--- config.mk ---
export PLATFORM = sky130hd
export DESIGN_NAME = rvenc_queue
export DESIGN_NICKNAME = d
export VERILOG_FILES = /design/src/hdl/riscv_instruction_encoder_top_macros.svh /design/src/hdl/rvenc_pkg.sv /design/src/hdl/rvenc_queue.sv
export SDC_FILE = /design/constraint.sdc
export NUM_CORES = 1
export LEC_CHECK = 0
export ABC_AREA = 0
export BUFFER_PORTS_ARGS = -buffer_cell sky130_fd_sc_hd__buf_2
export CORE_MARGIN = 2
export CORE_UTILIZATION = 52
export CTS_CLUSTER_DIAMETER = 60
export DETAILED_ROUTE_END_ITERATION = 6
export PLACE_DENSITY = 0.79
export SYNTH_ARGS = -nofsm -noshare
export SYNTH_HDL_FRONTEND = slang
export SYNTH_SLANG_ARGS = --single-unit
--- constraint.sdc ---
create_clock -name clk_i -period 4.3 [get_ports clk_i]
set_input_delay 0.645 -clock clk_i [delete_from_list [all_inputs] [get_ports clk_i]]
set_output_delay 0.645 -clock clk_i [all_outputs]
set_load 0.02 [all_outputs]
--- src/hdl/riscv_instruction_encoder_top_macros.svh ---
// assertion macros shared by the encoder modules
`ifndef RISCV_INSTRUCTION_ENCODER_TOP_MACROS_SVH
`define RISCV_INSTRUCTION_ENCODER_TOP_MACROS_SVH

// same-cycle implication, clocked on clk_i, off during reset
`define RVENC_ASSERT_NOW(name, ante, cons, msg) \
  name: assert property (@(posedge clk_i) disable iff (!rst_ni) (ante) |-> (cons)) \
    else $error(msg);

// next-cycle implication, clocked on clk_i, off during reset
`define RVENC_ASSERT_NEXT(name, ante, cons, msg) \
  name: assert property (@(posedge clk_i) disable iff (!rst_ni) (ante) |=> (cons)) \
    else $error(msg);

`endif

--- src/hdl/rvenc_pkg.sv ---
// shared types, constants and field encoders for the instruction encoder
package rvenc_pkg;

  localparam int CODE_WORDS = 1024;
  localparam int CODE_AW    = $clog2(CODE_WORDS);
  localparam int FILL_W     = 13;
  localparam logic [FILL_W-1:0] CAP_RESET = 13'd4096;

  localparam logic [6:0] OPC_LUI    = 7'h37;
  localparam logic [6:0] OPC_JAL    = 7'h6F;
  localparam logic [6:0] OPC_JALR   = 7'h67;
  localparam logic [6:0] OPC_BRANCH = 7'h63;
  localparam logic [6:0] OPC_LOAD   = 7'h03;
  localparam logic [6:0] OPC_STORE  = 7'h23;
  localparam logic [6:0] OPC_OPIMM  = 7'h13;
  localparam logic [6:0] OPC_OP     = 7'h33;

  localparam logic [6:0]  F7_ALT    = 7'h20;
  localparam logic [6:0]  F7_MULDIV = 7'h01;
  localparam logic [11:0] SRAI_MARK = 12'h400;
  localparam logic [31:0] LI_ROUND  = 32'h800;
  localparam logic [2:0]  F3_DOUBLE = 3'd3;
  localparam logic [4:0]  REG_RA    = 5'd1;
  localparam logic [4:0]  REG_ZERO  = 5'd0;

  typedef enum logic [5:0] {
    OP_ADD     = 6'd0,
    OP_SUB     = 6'd1,
    OP_MUL     = 6'd2,
    OP_DIV     = 6'd3,
    OP_REM     = 6'd4,
    OP_AND     = 6'd5,
    OP_OR      = 6'd6,
    OP_XOR     = 6'd7,
    OP_SLL     = 6'd8,
    OP_SRL     = 6'd9,
    OP_SRA     = 6'd10,
    OP_ADDI    = 6'd11,
    OP_ORI     = 6'd12,
    OP_XORI    = 6'd13,
    OP_ANDI    = 6'd14,
    OP_SLLI    = 6'd15,
    OP_SRLI    = 6'd16,
    OP_SRAI    = 6'd17,
    OP_LD      = 6'd18,
    OP_SD      = 6'd19,
    OP_BEQ     = 6'd20,
    OP_BNE     = 6'd21,
    OP_BLT     = 6'd22,
    OP_BGE     = 6'd23,
    OP_JAL     = 6'd24,
    OP_JALR    = 6'd25,
    OP_RET     = 6'd26,
    OP_LUI     = 6'd27,
    OP_LI      = 6'd28,
    OP_MV      = 6'd29,
    OP_RAW     = 6'd30,
    OP_PATCH   = 6'd31,
    OP_RESTART = 6'd32
  } op_e;

  typedef enum logic [1:0] {
    CMD_EMIT    = 2'd0,
    CMD_PATCH   = 2'd1,
    CMD_RESTART = 2'd2
  } cmd_kind_e;

  typedef struct packed {
    cmd_kind_e   kind;
    logic [31:0] word0;
    logic [31:0] word1;
    logic        two;
    logic [11:0] site;
    logic [11:0] target;
  } cmd_t;

  typedef struct packed {
    logic empty;
    logic full;
  } q_status_t;

  function automatic logic [31:0] enc_r(input logic [6:0] f7, input logic [4:0] rs2,
                                        input logic [4:0] rs1, input logic [2:0] f3,
                                        input logic [4:0] rd, input logic [6:0] opc);
    return {f7, rs2, rs1, f3, rd, opc};
  endfunction

  function automatic logic [31:0] enc_i(input logic [11:0] imm, input logic [4:0] rs1,
                                        input logic [2:0] f3, input logic [4:0] rd,
                                        input logic [6:0] opc);
    return {imm, rs1, f3, rd, opc};
  endfunction

  function automatic logic [31:0] enc_s(input logic [11:0] imm, input logic [4:0] rs2,
                                        input logic [4:0] rs1, input logic [2:0] f3,
                                        input logic [6:0] opc);
    return {imm[11:5], rs2, rs1, f3, imm[4:0], opc};
  endfunction

  function automatic logic [31:0] enc_b(input logic [12:0] imm, input logic [4:0] rs2,
                                        input logic [4:0] rs1, input logic [2:0] f3);
    return {imm[12], imm[10:5], rs2, rs1, f3, imm[4:1], imm[11], OPC_BRANCH};
  endfunction

  function automatic logic [31:0] enc_j(input logic [20:0] imm, input logic [4:0] rd);
    return {imm[20], imm[10:1], imm[11], imm[19:12], rd, OPC_JAL};
  endfunction

  function automatic logic [6:0] r_f7(input op_e op);
    logic [6:0] f7;
    unique case (op)
      OP_SUB, OP_SRA:         f7 = F7_ALT;
      OP_MUL, OP_DIV, OP_REM: f7 = F7_MULDIV;
      default:                f7 = 7'd0;
    endcase
    return f7;
  endfunction

  function automatic logic [2:0] r_f3(input op_e op);
    logic [2:0] f3;
    unique case (op)
      OP_DIV, OP_XOR: f3 = 3'd4;
      OP_REM, OP_OR:  f3 = 3'd6;
      OP_AND:         f3 = 3'd7;
      OP_SLL:         f3 = 3'd1;
      OP_SRL, OP_SRA: f3 = 3'd5;
      default:        f3 = 3'd0;
    endcase
    return f3;
  endfunction

  function automatic logic [2:0] i_f3(input op_e op);
    logic [2:0] f3;
    unique case (op)
      OP_ORI:           f3 = 3'd6;
      OP_XORI:          f3 = 3'd4;
      OP_ANDI:          f3 = 3'd7;
      OP_SLLI:          f3 = 3'd1;
      OP_SRLI, OP_SRAI: f3 = 3'd5;
      default:          f3 = 3'd0;
    endcase
    return f3;
  endfunction

  function automatic logic [2:0] b_f3(input op_e op);
    logic [2:0] f3;
    unique case (op)
      OP_BNE:  f3 = 3'd1;
      OP_BLT:  f3 = 3'd4;
      OP_BGE:  f3 = 3'd5;
      default: f3 = 3'd0;
    endcase
    return f3;
  endfunction

endpackage

--- src/hdl/rvenc_queue.sv ---
// two-entry command queue between front end and back end
module rvenc_queue (
  input  logic                  clk_i,
  input  logic                  rst_ni,
  input  logic                  push_i,
  input  rvenc_pkg::cmd_t       cmd_i,
  input  logic                  pop_i,
  output rvenc_pkg::cmd_t       head_o,
  output rvenc_pkg::q_status_t  status_o
);
  import rvenc_pkg::*;

  cmd_t       slot_q [2];
  logic       wptr_q, wptr_d;
  logic       rptr_q, rptr_d;
  logic [1:0] count_q, count_d;
  logic       do_push, do_pop;

  assign status_o.empty = (count_q == 2'd0);
  assign status_o.full  = (count_q == 2'd2);
  assign do_push        = push_i && !status_o.full;
  assign do_pop         = pop_i && !status_o.empty;
  assign head_o         = slot_q[rptr_q];

  always_comb begin
    wptr_d  = wptr_q ^ do_push;
    rptr_d  = rptr_q ^ do_pop;
    count_d = count_q + 2'(do_push) - 2'(do_pop);
  end

  always_ff @(posedge clk_i or negedge rst_ni) begin
    if (!rst_ni) begin
      wptr_q  <= 1'b0;
      rptr_q  <= 1'b0;
      count_q <= 2'd0;
    end else begin
      wptr_q  <= wptr_d;
      rptr_q  <= rptr_d;
      count_q <= count_d;
    end
  end

  always_ff @(posedge clk_i) begin
    if (do_push) begin
      slot_q[wptr_q] <= cmd_i;
    end
  end

endmodule

## After elaboration in Yosys (flattened, before gate mapping)

Memories as Yosys holds them, arrays and structs flattened.
Index checks and enable logic that the tools add are counted.

- Equality and inequality tests: 1
- Mux-type cells: 2
- Reduce and logical (&&, ||, !) cells: 5
- Bitwise logic cells: 2
- $add $sub $neg: 2

Operators with widths:

| cell | count |
|---|---|
| 2-bit by 1-bit adder with 2-bit output | 1 |
| 2-bit equality test, second input constant | 1 |
| 1-bit logical AND | 2 |
| 1-bit zero test | 2 |
| 2-bit zero test | 1 |
| 1-bit two-way mux | 2 |
| 2-bit by 1-bit subtractor with 2-bit output | 1 |
| 1-bit XOR | 2 |

- Input bits: 95
- Flip-flop bits (word level): 4
- Bits in writable memories: 182
- Memories: 1

Memories:

| name | depth | bits a word | rd ports | clocked after memory_dff | wr ports | line | RTL |
|---|---|---|---|---|---|---|---|
| slot_q | 2 | 91 | 1 | 0 | 1 | rvenc_queue.sv:13 | `cmd_t slot_q [2];` |

## Logic depth before layout (Yosys ltp)

- Word-level depth: 5
- Mapped depth: 7

## Worst setup path before layout

No wires, ideal clock.

- Path kind: input -> register
- From: input push_i
- To: memory slot_q[1][0] (netlist bit) (enable)
- Setup time: 0.460 ns
- Path slack: 0.897 ns
- Cell stages on the path: 2
- Arrival: 2.942 ns
- Path through: and2_1 -> ha_1

- Cells in the longest elaborated chain, start to end: 3

Ends and longest elaborated chain:

| element | line | RTL |
|---|---|---|
| start: declaration | rvenc_queue.sv:5 | `input logic push_i,` |
| 1-bit logical AND | rvenc_queue.sv:21 | `assign do_push = push_i && !status_o.full;` |
| 1-bit two-way mux | rvenc_queue.sv:44 | `if (do_push) begin` |
| 1-bit two-way mux (not written as such) | rvenc_queue.sv:45 | `slot_q[wptr_q] <= cmd_i;` |
| end: declaration | rvenc_queue.sv:13 |  |

Every way passes these cells.

==> results.yml <==
placed_design:
  placedInstanceArea_mm2: 0.00823
  dp_hpwl_um: 8110
  port_buffers: 187
  gp_congestion: 0.686
  dpl.cell_count: 659
sta:
  worst_pin_slew_ps: 1120
  max-slew-margin-rel_pct: 25.5
  finalHoldViolCount: 0
  finalWorstPathRequiredPeriod_ps: 3010
  setup_tns_ps: 0
  setup_viol: 0
  fmax_mhz: 332
  period_share_pct: 70.0
  rsz0062_at_grt: "false"
  report.final.slew_viol_count: 0
  clock_skew_ps: 15.8
power:
  intPower_mw: 4.32
  seq_power_share_pct: 42.1
  combPwrFrac_pct: 34.4
  leakage_nw: 3.55
  p_sw_mw: 2.03
  power_mw: 6.36
  peakVddDrop_v: 0.000618
  clockPowerShare_pct: 23.5
  powerDensity_mw_per_mm2: 721
  swShare_pct: 32.0
final_layout:
  fin_cells: 694
  regArea_mm2: 0.00557
  finish.instance_area_mm2: 0.00882
  multi_input_area_mm2: 0.00145
  final_cell_mix: "buf_2 (187), edfxtp_1 (182), mux2_4 (80)"
  nNetsFinal: 602
  layout-drive-gt1-share_pct: 61.2
  num-fill-cells: 918
  synthToLayoutAreaGrowth_pct: 22.7
  final_common_cell: "buf_2"
clock_tree:
  worstSkewPairLatency_ps: 430
  clock_path_buffers: 2
  postCtsHoldBufs: 1
  htreeDepth: 4
  post_cts_buffers: 0
  cts_made_buffers: 17
  clkTransAtPathRegs_ps: 70
  cts_tree: "done"
  cts_root_buf: "clkbuf_16"
  cts_resized: 0
  clock-sinks: 186
synthesis:
  synth-compound-area-share_pct: 0.104
  synthSimpleGateAreaFrac_pct: 0.279
  synthMuxAreaShare_pct: 18.4
  synth-seq-area-share_pct: 77.5
  synth_nets: 402
  ys_ff_latch: 186
  synth.distinct_cells: 16
  synth_adder_area_share_pct: 0.697
  syn_area_per_cell_um2: 23.7
  synth_top_family_by_area: "multiplexers"
  synth-xor-area-share_pct: 0.366
  ys.warnings.count: 0
  syn_inst: 303
  synth.cell_area_mm2: 0.00719
worst_setup_path:
  cp_slowest_stage_delay_ps: 820
  path_cells: "buf_12 -> mux2_2 -> buf_2"
  cp.arrival_ps: 2360
  cp-end-kind: "output pin"
  cp_max_fo: 60
  cp-start-kind: "register"
  cp_top_family: "flip-flops"
  crit_type: "reg2out"
  slowest_stage: "dfrtp_4"
  required_ps: 3650
  critPathBufInv: 2
global_route:
  grt_max_degree: 79
  grt_pass1_wl_um: 18400
  grt_pass1_vias: 3546
  grt-ovfl-total: 0
  antenna_found_initial: 5
  gr-usage-all-layers_pct: 17.3
route:
  drc: 0
  drt_iter0_drc: 149
  drt_pre_antenna_iters: 6
  viasPerCell: 4.98
  wl_per_cell_um: 17.9
  vias: 3454
  wirelength_um: 12400
  ant_nets: 0
floorplanning:
  initial_core_util_pct: 53.8
  io_pins: 188
  die_y_um: 122
  core_mm2: 0.0133
  fp.dieW_um: 122
  die-area_mm2: 0.0148
  rows: 42
min_path:
  hp-class: "in2reg"
status:
  status: "finished clean"
job:
  cap_violations: 0
-- power groups by stage --
stage	Combinational (mW)	Clock, mW	Sequential [mW]
floorplan	1.81	0	2.63
global placement	2.18	0	2.69
detailed placement	2.21	0	2.72
CTS	2.22	1.53	2.68
global route	2.32	1.59	2.72
finish	2.19	1.49	2.68
-- worst register-to-register path, cell delays in order, from the launching register on --
cell and delay [ps]:
dfrtp_1 400, nand2b_1 200, and2_1 250, ha_4 860, buf_4 500
-- path summary, 6_finish.rpt --
path	startpoint	endpoint	slack, ps	depth (start not counted)
min reg2reg	count_q[1]	count_q[1]	540	1
max	rptr_q	head_o[88]	1290	3
max in group asynchronous	rst_ni	rptr_q	3580	2
min	cmd_i[58]	slot_q[0][58]	400	1
min in group asynchronous	rst_ni	wptr_q	580	2
max reg2reg	count_q[0]	slot_q[1][48]	1780	4
-- flip-flops by register name, indices dropped and copies added, names as in the netlist --
signal and cells:
count_q 2, rptr_q 1, slot_q 182, wptr_q 1
-- per-layer routing --
layer / vias up / wire (um) / track usage, % / share of wire (%)
li1: 1600 / - / - / -
met1: 1690 / 5130 / 21.0 / 41
met2: 139 / 6000 / 26.9 / 48
met3: 21 / 1060 / 7.58 / 8.5
met4: 4 / 184 / 7.83 / 1.5
met5: - / 31 / 0 / 0.25
-- cell families after synthesis --
| family | after synthesis |
|---|---|
| DFF | 186 |
| muxes | 91 |
| adders and majority gates | 4 |
| AOI/OAI and AO/OA | 1 |
| xor gates and xnor gates | 3 |
| and+or+nand+nor | 4 |
| buffers and inverters | 14 |
-- metrics by stage --
step	hold WS [ps]	utilization (%)	worst slack (ps)
5_1_grt	383	66.1	1210
3_3_place_gp	464	61.7	1740
3_5_place_dp	467	61.7	1670
2_1_floorplan	349	-	897
4_1_cts	375	66.0	1280
6_report	400	66.1	1290
-- final cells by class --
class / count / area share [%]
inverter: 4 / 0.170
sequential: 186 / 63.2
multi-input combinational: 103 / 16.5
tap: 176 / 2.50
clock inverter: 15 / 1.67
clock buffer: 17 / 4.82
antenna: 2 / 0.0568
timing repair buffer: 191 / 11.1
-- cell usage after synthesis --
| master | count | area (um^2) |
|---|---|---|
| and2_1 | 1 | 6.26 |
| buf_12 | 8 | 160 |
| buf_2 | 1 | 5.00 |
| buf_6 | 1 | 11.3 |
| dfrtp_1 | 4 | 100 |
| edfxtp_1 | 182 | 5470 |
| ha_1 | 4 | 50.1 |
| inv_1 | 4 | 15.0 |
| mux2_2 | 11 | 124 |
| mux2_4 | 80 | 1200 |
| nand2_1 | 1 | 3.75 |
| nand2b_1 | 1 | 6.26 |
| nor2_1 | 1 | 3.75 |
| o21a_1 | 1 | 7.51 |
| xnor2_1 | 2 | 17.5 |
| xor2_1 | 1 | 8.76 |
Note: power is estimated with default switching activity, not from simulation.
