**config.mk**
```make
export PLATFORM = sky130hd
export DESIGN_NAME = rvenc_front
export DESIGN_NICKNAME = d
export VERILOG_FILES = /design/src/hdl/riscv_instruction_encoder_top_macros.svh /design/src/hdl/rvenc_pkg.sv /design/src/hdl/rvenc_front.sv
export SDC_FILE = /design/constraint.sdc
export NUM_CORES = 1
export LEC_CHECK = 0
export BUFFER_PORTS_ARGS = -buffer_cell sky130_fd_sc_hd__buf_4
export CAP_MARGIN = 0
export CORE_ASPECT_RATIO = 1.5
export CORE_MARGIN = 2
export CORE_UTILIZATION = 49
export DETAILED_ROUTE_END_ITERATION = 10
export PLACE_DENSITY_LB_ADDON = 0.12
export SLEW_MARGIN = 20
export SYNTH_ARGS = -nofsm -noshare
export SYNTH_HDL_FRONTEND = slang
export SYNTH_SLANG_ARGS = --single-unit
```
**constraint.sdc**
```tcl
create_clock -name vclk -period 5.4
set_input_delay 1.08 -clock vclk [all_inputs]
set_output_delay 1.08 -clock vclk [all_outputs]
set_load 0.005 [all_outputs]
```
**src/hdl/riscv_instruction_encoder_top_macros.svh**
```systemverilog
// assertion macros shared by the encoder modules
`ifndef RISCV_INSTRUCTION_ENCODER_TOP_MACROS_SVH
`define RISCV_INSTRUCTION_ENCODER_TOP_MACROS_SVH

// same-cycle implication, clocked on clk_i, off during reset
`define RVENC_ASSERT_NOW(name, ante, cons, msg) \
  name: assert property (@(posedge clk_i) disable iff (!rst_ni) (ante) |-> (cons)) \
    else $error(msg);

// next-cycle implication, clocked on clk_i, off during reset
`define RVENC_ASSERT_NEXT(name, ante, cons, msg) \
  name: assert property (@(posedge clk_i) disable iff (!rst_ni) (ante) |=> (cons)) \
    else $error(msg);

`endif

```
**src/hdl/rvenc_pkg.sv**
```systemverilog
// shared types, constants and field encoders for the instruction encoder
package rvenc_pkg;

  localparam int CODE_WORDS = 1024;
  localparam int CODE_AW    = $clog2(CODE_WORDS);
  localparam int FILL_W     = 13;
  localparam logic [FILL_W-1:0] CAP_RESET = 13'd4096;

  localparam logic [6:0] OPC_LUI    = 7'h37;
  localparam logic [6:0] OPC_JAL    = 7'h6F;
  localparam logic [6:0] OPC_JALR   = 7'h67;
  localparam logic [6:0] OPC_BRANCH = 7'h63;
  localparam logic [6:0] OPC_LOAD   = 7'h03;
  localparam logic [6:0] OPC_STORE  = 7'h23;
  localparam logic [6:0] OPC_OPIMM  = 7'h13;
  localparam logic [6:0] OPC_OP     = 7'h33;

  localparam logic [6:0]  F7_ALT    = 7'h20;
  localparam logic [6:0]  F7_MULDIV = 7'h01;
  localparam logic [11:0] SRAI_MARK = 12'h400;
  localparam logic [31:0] LI_ROUND  = 32'h800;
  localparam logic [2:0]  F3_DOUBLE = 3'd3;
  localparam logic [4:0]  REG_RA    = 5'd1;
  localparam logic [4:0]  REG_ZERO  = 5'd0;

  typedef enum logic [5:0] {
    OP_ADD     = 6'd0,
    OP_SUB     = 6'd1,
    OP_MUL     = 6'd2,
    OP_DIV     = 6'd3,
    OP_REM     = 6'd4,
    OP_AND     = 6'd5,
    OP_OR      = 6'd6,
    OP_XOR     = 6'd7,
    OP_SLL     = 6'd8,
    OP_SRL     = 6'd9,
    OP_SRA     = 6'd10,
    OP_ADDI    = 6'd11,
    OP_ORI     = 6'd12,
    OP_XORI    = 6'd13,
    OP_ANDI    = 6'd14,
    OP_SLLI    = 6'd15,
    OP_SRLI    = 6'd16,
    OP_SRAI    = 6'd17,
    OP_LD      = 6'd18,
    OP_SD      = 6'd19,
    OP_BEQ     = 6'd20,
    OP_BNE     = 6'd21,
    OP_BLT     = 6'd22,
    OP_BGE     = 6'd23,
    OP_JAL     = 6'd24,
    OP_JALR    = 6'd25,
    OP_RET     = 6'd26,
    OP_LUI     = 6'd27,
    OP_LI      = 6'd28,
    OP_MV      = 6'd29,
    OP_RAW     = 6'd30,
    OP_PATCH   = 6'd31,
    OP_RESTART = 6'd32
  } op_e;

  typedef enum logic [1:0] {
    CMD_EMIT    = 2'd0,
    CMD_PATCH   = 2'd1,
    CMD_RESTART = 2'd2
  } cmd_kind_e;

  typedef struct packed {
    cmd_kind_e   kind;
    logic [31:0] word0;
    logic [31:0] word1;
    logic        two;
    logic [11:0] site;
    logic [11:0] target;
  } cmd_t;

  typedef struct packed {
    logic empty;
    logic full;
  } q_status_t;

  function automatic logic [31:0] enc_r(input logic [6:0] f7, input logic [4:0] rs2,
                                        input logic [4:0] rs1, input logic [2:0] f3,
                                        input logic [4:0] rd, input logic [6:0] opc);
    return {f7, rs2, rs1, f3, rd, opc};
  endfunction

  function automatic logic [31:0] enc_i(input logic [11:0] imm, input logic [4:0] rs1,
                                        input logic [2:0] f3, input logic [4:0] rd,
                                        input logic [6:0] opc);
    return {imm, rs1, f3, rd, opc};
  endfunction

  function automatic logic [31:0] enc_s(input logic [11:0] imm, input logic [4:0] rs2,
                                        input logic [4:0] rs1, input logic [2:0] f3,
                                        input logic [6:0] opc);
    return {imm[11:5], rs2, rs1, f3, imm[4:0], opc};
  endfunction

  function automatic logic [31:0] enc_b(input logic [12:0] imm, input logic [4:0] rs2,
                                        input logic [4:0] rs1, input logic [2:0] f3);
    return {imm[12], imm[10:5], rs2, rs1, f3, imm[4:1], imm[11], OPC_BRANCH};
  endfunction

  function automatic logic [31:0] enc_j(input logic [20:0] imm, input logic [4:0] rd);
    return {imm[20], imm[10:1], imm[11], imm[19:12], rd, OPC_JAL};
  endfunction

  function automatic logic [6:0] r_f7(input op_e op);
    logic [6:0] f7;
    unique case (op)
      OP_SUB, OP_SRA:         f7 = F7_ALT;
      OP_MUL, OP_DIV, OP_REM: f7 = F7_MULDIV;
      default:                f7 = 7'd0;
    endcase
    return f7;
  endfunction

  function automatic logic [2:0] r_f3(input op_e op);
    logic [2:0] f3;
    unique case (op)
      OP_DIV, OP_XOR: f3 = 3'd4;
      OP_REM, OP_OR:  f3 = 3'd6;
      OP_AND:         f3 = 3'd7;
      OP_SLL:         f3 = 3'd1;
      OP_SRL, OP_SRA: f3 = 3'd5;
      default:        f3 = 3'd0;
    endcase
    return f3;
  endfunction

  function automatic logic [2:0] i_f3(input op_e op);
    logic [2:0] f3;
    unique case (op)
      OP_ORI:           f3 = 3'd6;
      OP_XORI:          f3 = 3'd4;
      OP_ANDI:          f3 = 3'd7;
      OP_SLLI:          f3 = 3'd1;
      OP_SRLI, OP_SRAI: f3 = 3'd5;
      default:          f3 = 3'd0;
    endcase
    return f3;
  endfunction

  function automatic logic [2:0] b_f3(input op_e op);
    logic [2:0] f3;
    unique case (op)
      OP_BNE:  f3 = 3'd1;
      OP_BLT:  f3 = 3'd4;
      OP_BGE:  f3 = 3'd5;
      default: f3 = 3'd0;
    endcase
    return f3;
  endfunction

endpackage

```
**src/hdl/rvenc_front.sv**
```systemverilog
// front end: classifies a request and builds its machine words
module rvenc_front (
  input  logic                take_i,
  input  logic [5:0]          op_i,
  input  logic [4:0]          rd_i,
  input  logic [4:0]          rs1_i,
  input  logic [4:0]          rs2_i,
  input  logic signed [31:0]  imm_i,
  input  logic [11:0]         site_i,
  input  logic [11:0]         target_i,
  output logic                push_o,
  output rvenc_pkg::cmd_t     cmd_o
);
  import rvenc_pkg::*;

  logic        known;
  logic [31:0] imm_u;
  logic [31:0] li_sum;
  logic [19:0] li_hi;
  logic [11:0] li_lo;
  logic [11:0] sh_imm;
  op_e         op;

  assign op     = op_e'(op_i);
  assign imm_u  = imm_i;
  assign li_sum = imm_u + LI_ROUND;
  assign li_hi  = li_sum[31:12];
  assign li_lo  = imm_u[11:0];

  always_comb begin
    sh_imm = {6'd0, imm_u[5:0]};
    if (op_i == OP_SRAI) begin
      sh_imm = sh_imm | SRAI_MARK;
    end
  end

  always_comb begin
    known         = 1'b1;
    cmd_o.kind    = CMD_EMIT;
    cmd_o.word0   = 32'd0;
    cmd_o.word1   = 32'd0;
    cmd_o.two     = 1'b0;
    cmd_o.site    = site_i;
    cmd_o.target  = target_i;
    priority if (op_i <= OP_SRA) begin
      cmd_o.word0 = enc_r(r_f7(op), rs2_i, rs1_i, r_f3(op), rd_i, OPC_OP);
    end else if (op_i <= OP_ANDI) begin
      cmd_o.word0 = enc_i(imm_u[11:0], rs1_i, i_f3(op), rd_i, OPC_OPIMM);
    end else if (op_i <= OP_SRAI) begin
      cmd_o.word0 = enc_i(sh_imm, rs1_i, i_f3(op), rd_i, OPC_OPIMM);
    end else if (op_i <= OP_SD) begin
      if (op_i == OP_LD) begin
        cmd_o.word0 = enc_i(imm_u[11:0], rs1_i, F3_DOUBLE, rd_i, OPC_LOAD);
      end else begin
        cmd_o.word0 = enc_s(imm_u[11:0], rs2_i, rs1_i, F3_DOUBLE, OPC_STORE);
      end
    end else if (op_i <= OP_BGE) begin
      cmd_o.word0 = enc_b(imm_u[12:0], rs2_i, rs1_i, b_f3(op));
    end else begin
      unique case (op_i)
        OP_JAL:  cmd_o.word0 = enc_j(imm_u[20:0], rd_i);
        OP_JALR: cmd_o.word0 = enc_i(imm_u[11:0], rs1_i, 3'd0, rd_i, OPC_JALR);
        OP_RET:  cmd_o.word0 = enc_i(12'd0, REG_RA, 3'd0, REG_ZERO, OPC_JALR);
        OP_LUI:  cmd_o.word0 = {imm_u[19:0], rd_i, OPC_LUI};
        OP_LI: begin
          if (li_hi != 20'd0) begin
            cmd_o.word0 = {li_hi, rd_i, OPC_LUI};
            cmd_o.word1 = enc_i(li_lo, rd_i, 3'd0, rd_i, OPC_OPIMM);
            cmd_o.two   = (li_lo != 12'd0);
          end else begin
            cmd_o.word0 = enc_i(li_lo, REG_ZERO, 3'd0, rd_i, OPC_OPIMM);
          end
        end
        OP_MV:      cmd_o.word0 = enc_i(12'd0, rs1_i, 3'd0, rd_i, OPC_OPIMM);
        OP_RAW:     cmd_o.word0 = imm_u;
        OP_PATCH:   cmd_o.kind  = CMD_PATCH;
        OP_RESTART: cmd_o.kind  = CMD_RESTART;
        default:    known       = 1'b0;
      endcase
    end
  end

  assign push_o = take_i && known;

endmodule

```
; ---- Word level (Yosys, flattened, before mapping)
; Memories as Yosys holds them, arrays and structs flattened.
; Index checks and enable logic that the tools add are counted.
[word_totals]
out_inout_bits = 92
mem_bits_ro = 48
n_memories = 1
word_cells = 71
register_bits = 0
[classes]
addsub = 1
magnitude_cmp = 5
n_eq_ne = 24
n_mux = 32
reduce_logical = 8
[memory_table]
columns = name, words, width, read_ports, rd_ports_with_merged_regs, wr, line
row1 = (no name shown), 16, 3, 1, 0, 0, rvenc_pkg.sv:121  ; unique case (op)
[op_table]
columns = cell, n
row1 = 33-bit 2-to-1 mux, 7
row2 = 32-bit case mux with 7 select lines, 1
row3 = 32-bit 2-to-1 mux, 6
row4 = "6-bit by 5-bit == test with 1-bit output, second input constant", 14
row5 = "32-bit by 12-bit adder with 32-bit output, second input constant", 1
row6 = "6-bit by 4-bit == test with 1-bit output, second input constant", 5
row7 = 25-bit 2-to-1 mux, 1
row8 = 20-bit nonzero test, 1
row9 = "6-bit by 5-bit less-or-equal comparator with 1-bit output, second input constant", 3
row10 = 3-bit case mux with 5 select lines, 1
row11 = "6-bit by 2-bit == test with 1-bit output, second input constant", 2
row12 = "6-bit by 4-bit less-or-equal comparator with 1-bit output, second input constant", 2
row13 = 6-bit case mux with 2 select lines, 1
row14 = 12-bit nonzero test, 1
row15 = 11-bit 2-to-1 mux, 1
row16 = 2-bit 2-to-1 mux, 5
row17 = 3-bit case mux with 3 select lines, 1
row18 = 9-bit OR reduction, 1
row19 = "6-bit by 1-bit == test with 1-bit output, second input constant", 1
row20 = "6-bit by 3-bit == test with 1-bit output, second input constant", 1
row21 = "6-bit == test, second input constant", 1
row22 = 1-bit 2-to-1 mux, 6
row23 = 2-bit case mux with 2 select lines, 1
row24 = 2-bit OR reduction, 2
row25 = 4 further kinds, 4

; ---- Logic depth before layout (Yosys ltp)
[logic_depth]
word_depth = 9
depth_mapped = 11
depth_no_buf = 9

; ---- Worst setup path before layout
; OpenSTA, ideal clock, no wires.
[synth_path]
kind = input -> output
startpoint = in imm_i[18]
endpoint = out cmd_o[40] (netlist name)
setup_slack_ps = 1270
required_time_ps = 4320
arrival_ps = 3050
stages = 11
cell_sequence = buf_4 -> and4_1 -> and2_4 -> buf_6 -> nand2_1 -> a2111o_1 -> nor4_4 -> a21oi_2 -> buf_2 -> and2_1 -> buf_4
[synth_rtl]
columns = item, line
row1 = from (decl), rvenc_front.sv:8  ; input logic signed [31:0] imm_i,
row2 = to (decl), rvenc_front.sv:12  ; output rvenc_pkg::cmd_t cmd_o

==> impl_metrics.tcl <==
set metrics [dict create \
    worst_path_most_repeated_cell "buf_4" \
    netlist_top_cells_count "buf_4, nand2_1, a21oi_1, clkbuf_1" \
    min-delay-path-class "in2out" \
    rows 33 \
    numSequentialCells 0 \
    synth_top_area_cell "buf_4" \
    arrival_ns 3.91 \
    place_hpwl_mm 8.28 \
    postRouteAntennaNets 0 \
    fin_crit_sh 0.923 \
    drtIter0Drc 409 \
    initial_utilization 0.501 \
    grt-ovfl-total 0 \
    power_uw 230 \
    startpoint_type "primary input" \
    wl_per_cell_um 19.9 \
    finalHoldViolCount 0 \
    die_h_um 94.7 \
    slew_violations 0 \
    cts_setup_buffers 0 \
    synth_cells 423 \
    clockBufferCount 0 \
    yosysSeqAreaShare 0 \
    io_buffer_count 115 \
    die_w_um 64.5 \
    drtPass1Iterations 6 \
    syn_area_mm2 0.00269 \
    syn_to_final_growth_pct 19.8 \
    first_global_vias 3136 \
    cts_hold_buf 0 \
    seq_area_um2 0 \
    grt_usage 0.333 \
    critPathMaxStageDelay_ns 0.78 \
    fmax_mhz 201 \
    peakVddDrop_uv 34.1 \
    grt_first_pass_wirelength_mm 16.3 \
    antenna_found_initial 0 \
    via_per_inst 6.47 \
    core-area_mm2 0.00537 \
    ys_types 68 \
    required_ns 4.32 \
    post_cts_resized 0 \
    synth.avg_cell_area_um2 6.36 \
    antenna_cells 0 \
    yosysWarningCount 0 \
    io_pins 170 \
    cp-end-kind "output port" \
    post-route-util 0.600 \
    cpMaxStageDelayCell "a21oi_2" \
    routed_wl_mm 10.7 \
    rsz0062_at_grt "false" \
    slew_headroom 0.321 \
    dieArea_mm2 0.00611 \
    drive_gt1_frac 0.286 \
    grt_max_degree 26 \
    finalSetupTns_ns 0 \
    gp_congestion 0.965 \
    pre_cts_slack_ns 0.501 \
    crit_fanout 25 \
    cp_cell_sequence "buf_4 > ha_1 > nand3_1 > nor3_1 > o31ai_1 > and4_1 > a21oi_2 > a221o_1 > buf_4" \
    fin_crit_ns 4.99 \
    yosysTopAreaCellShare 0.120 \
    cap_violations 0 \
    crit_type "in2out" \
    final_nets 555 \
    drc 0 \
    status "complete, no violations" \
    synthMostInstantiatedCell "buf_4" \
    min_path_cells 0 \
    p_per_area_mw_per_mm2 71.4 \
    vias 3485 \
    worst_slew_pin_slew_ns 1.02 \
    leakage_uw 0.00148 \
    setup_violations 0 \
    worst_slack_ns 0.415 \
    synth_area_leaders "buf_4, and2_1, nand2_1" \
]
[layout make-up]
type	count	area [µm²]
Tap cell	70	87.6
Timing Repair Buffer	120	901
Inverter	14	52.6
Multi-Input combinational cell	335	2180
Fill cell	578	2150
[critical path: cells and delay by family]
kind	cells	cell delay, ns
AOI/OAI and AO/OA	3	1.21
adders and majority gates	1	0.29
buffers and inverters	2	0.31
and+or+nand+nor	3	1.02
[where the power goes]
group          switching (µW)  internal, µW
clock network               0             0
registers                   0             0
logic                     126           104
total                     126           104
[through the flow]
stage          cells  hold WS (ns)  area [µm²]
5_1_grt          539          2.16        3220
6_report         539          2.16        3220
4_1_cts          539          2.16        3220
3_3_place_gp     539          2.16        3220
3_5_place_dp     539          2.16        3220
2_1_floorplan    429          2.24        2710
[logic make-up (layout without fill, tap and decap cells)]
group | count (synthesis) | count (layout) | synth area share
AO/OA/AOI/OAI | 145 | 145 | 0.384
XOR/XNOR | 17 | 17 | 0.0554
adder cells (fa/ha/maj) | 6 | 6 | 0.0279
buffers and inverters | 94 | 134 | 0.198
multiplexers | 3 | 3 | 0.0116
other | 1 | 7 | 0.00139
AND/OR/NAND/NOR | 157 | 157 | 0.322
[cells in the final DEF, fill, tap and decap left out, drive strengths merged, types with 6 or more instances in the layout]
master  instances
buf           120
inv            14
ha              6
a22oi           9
a31oi          12
nand4           7
nor4            6
xnor2           9
conb            7
nand2          38
a222oi          6
and4            6
xor2            8
nand3          18
a21o            7
o21ai          27
nor2           24
a21oi          27
a22o            6
and2           25
a221o          12
nor3            9
[layer usage]
layer  GRT usage  wire length (µm)
met1       0.391              3940
met2       0.615              5480
met3      0.0191               780
met4       0.149               508
met5           0                 0
[worst paths after layout]
kind                     from        end
setup / recovery    imm_i[11]  cmd_o[74]
hold / removal    target_i[0]   cmd_o[0]
No activity file was read; power rests on OpenSTA's default activity.
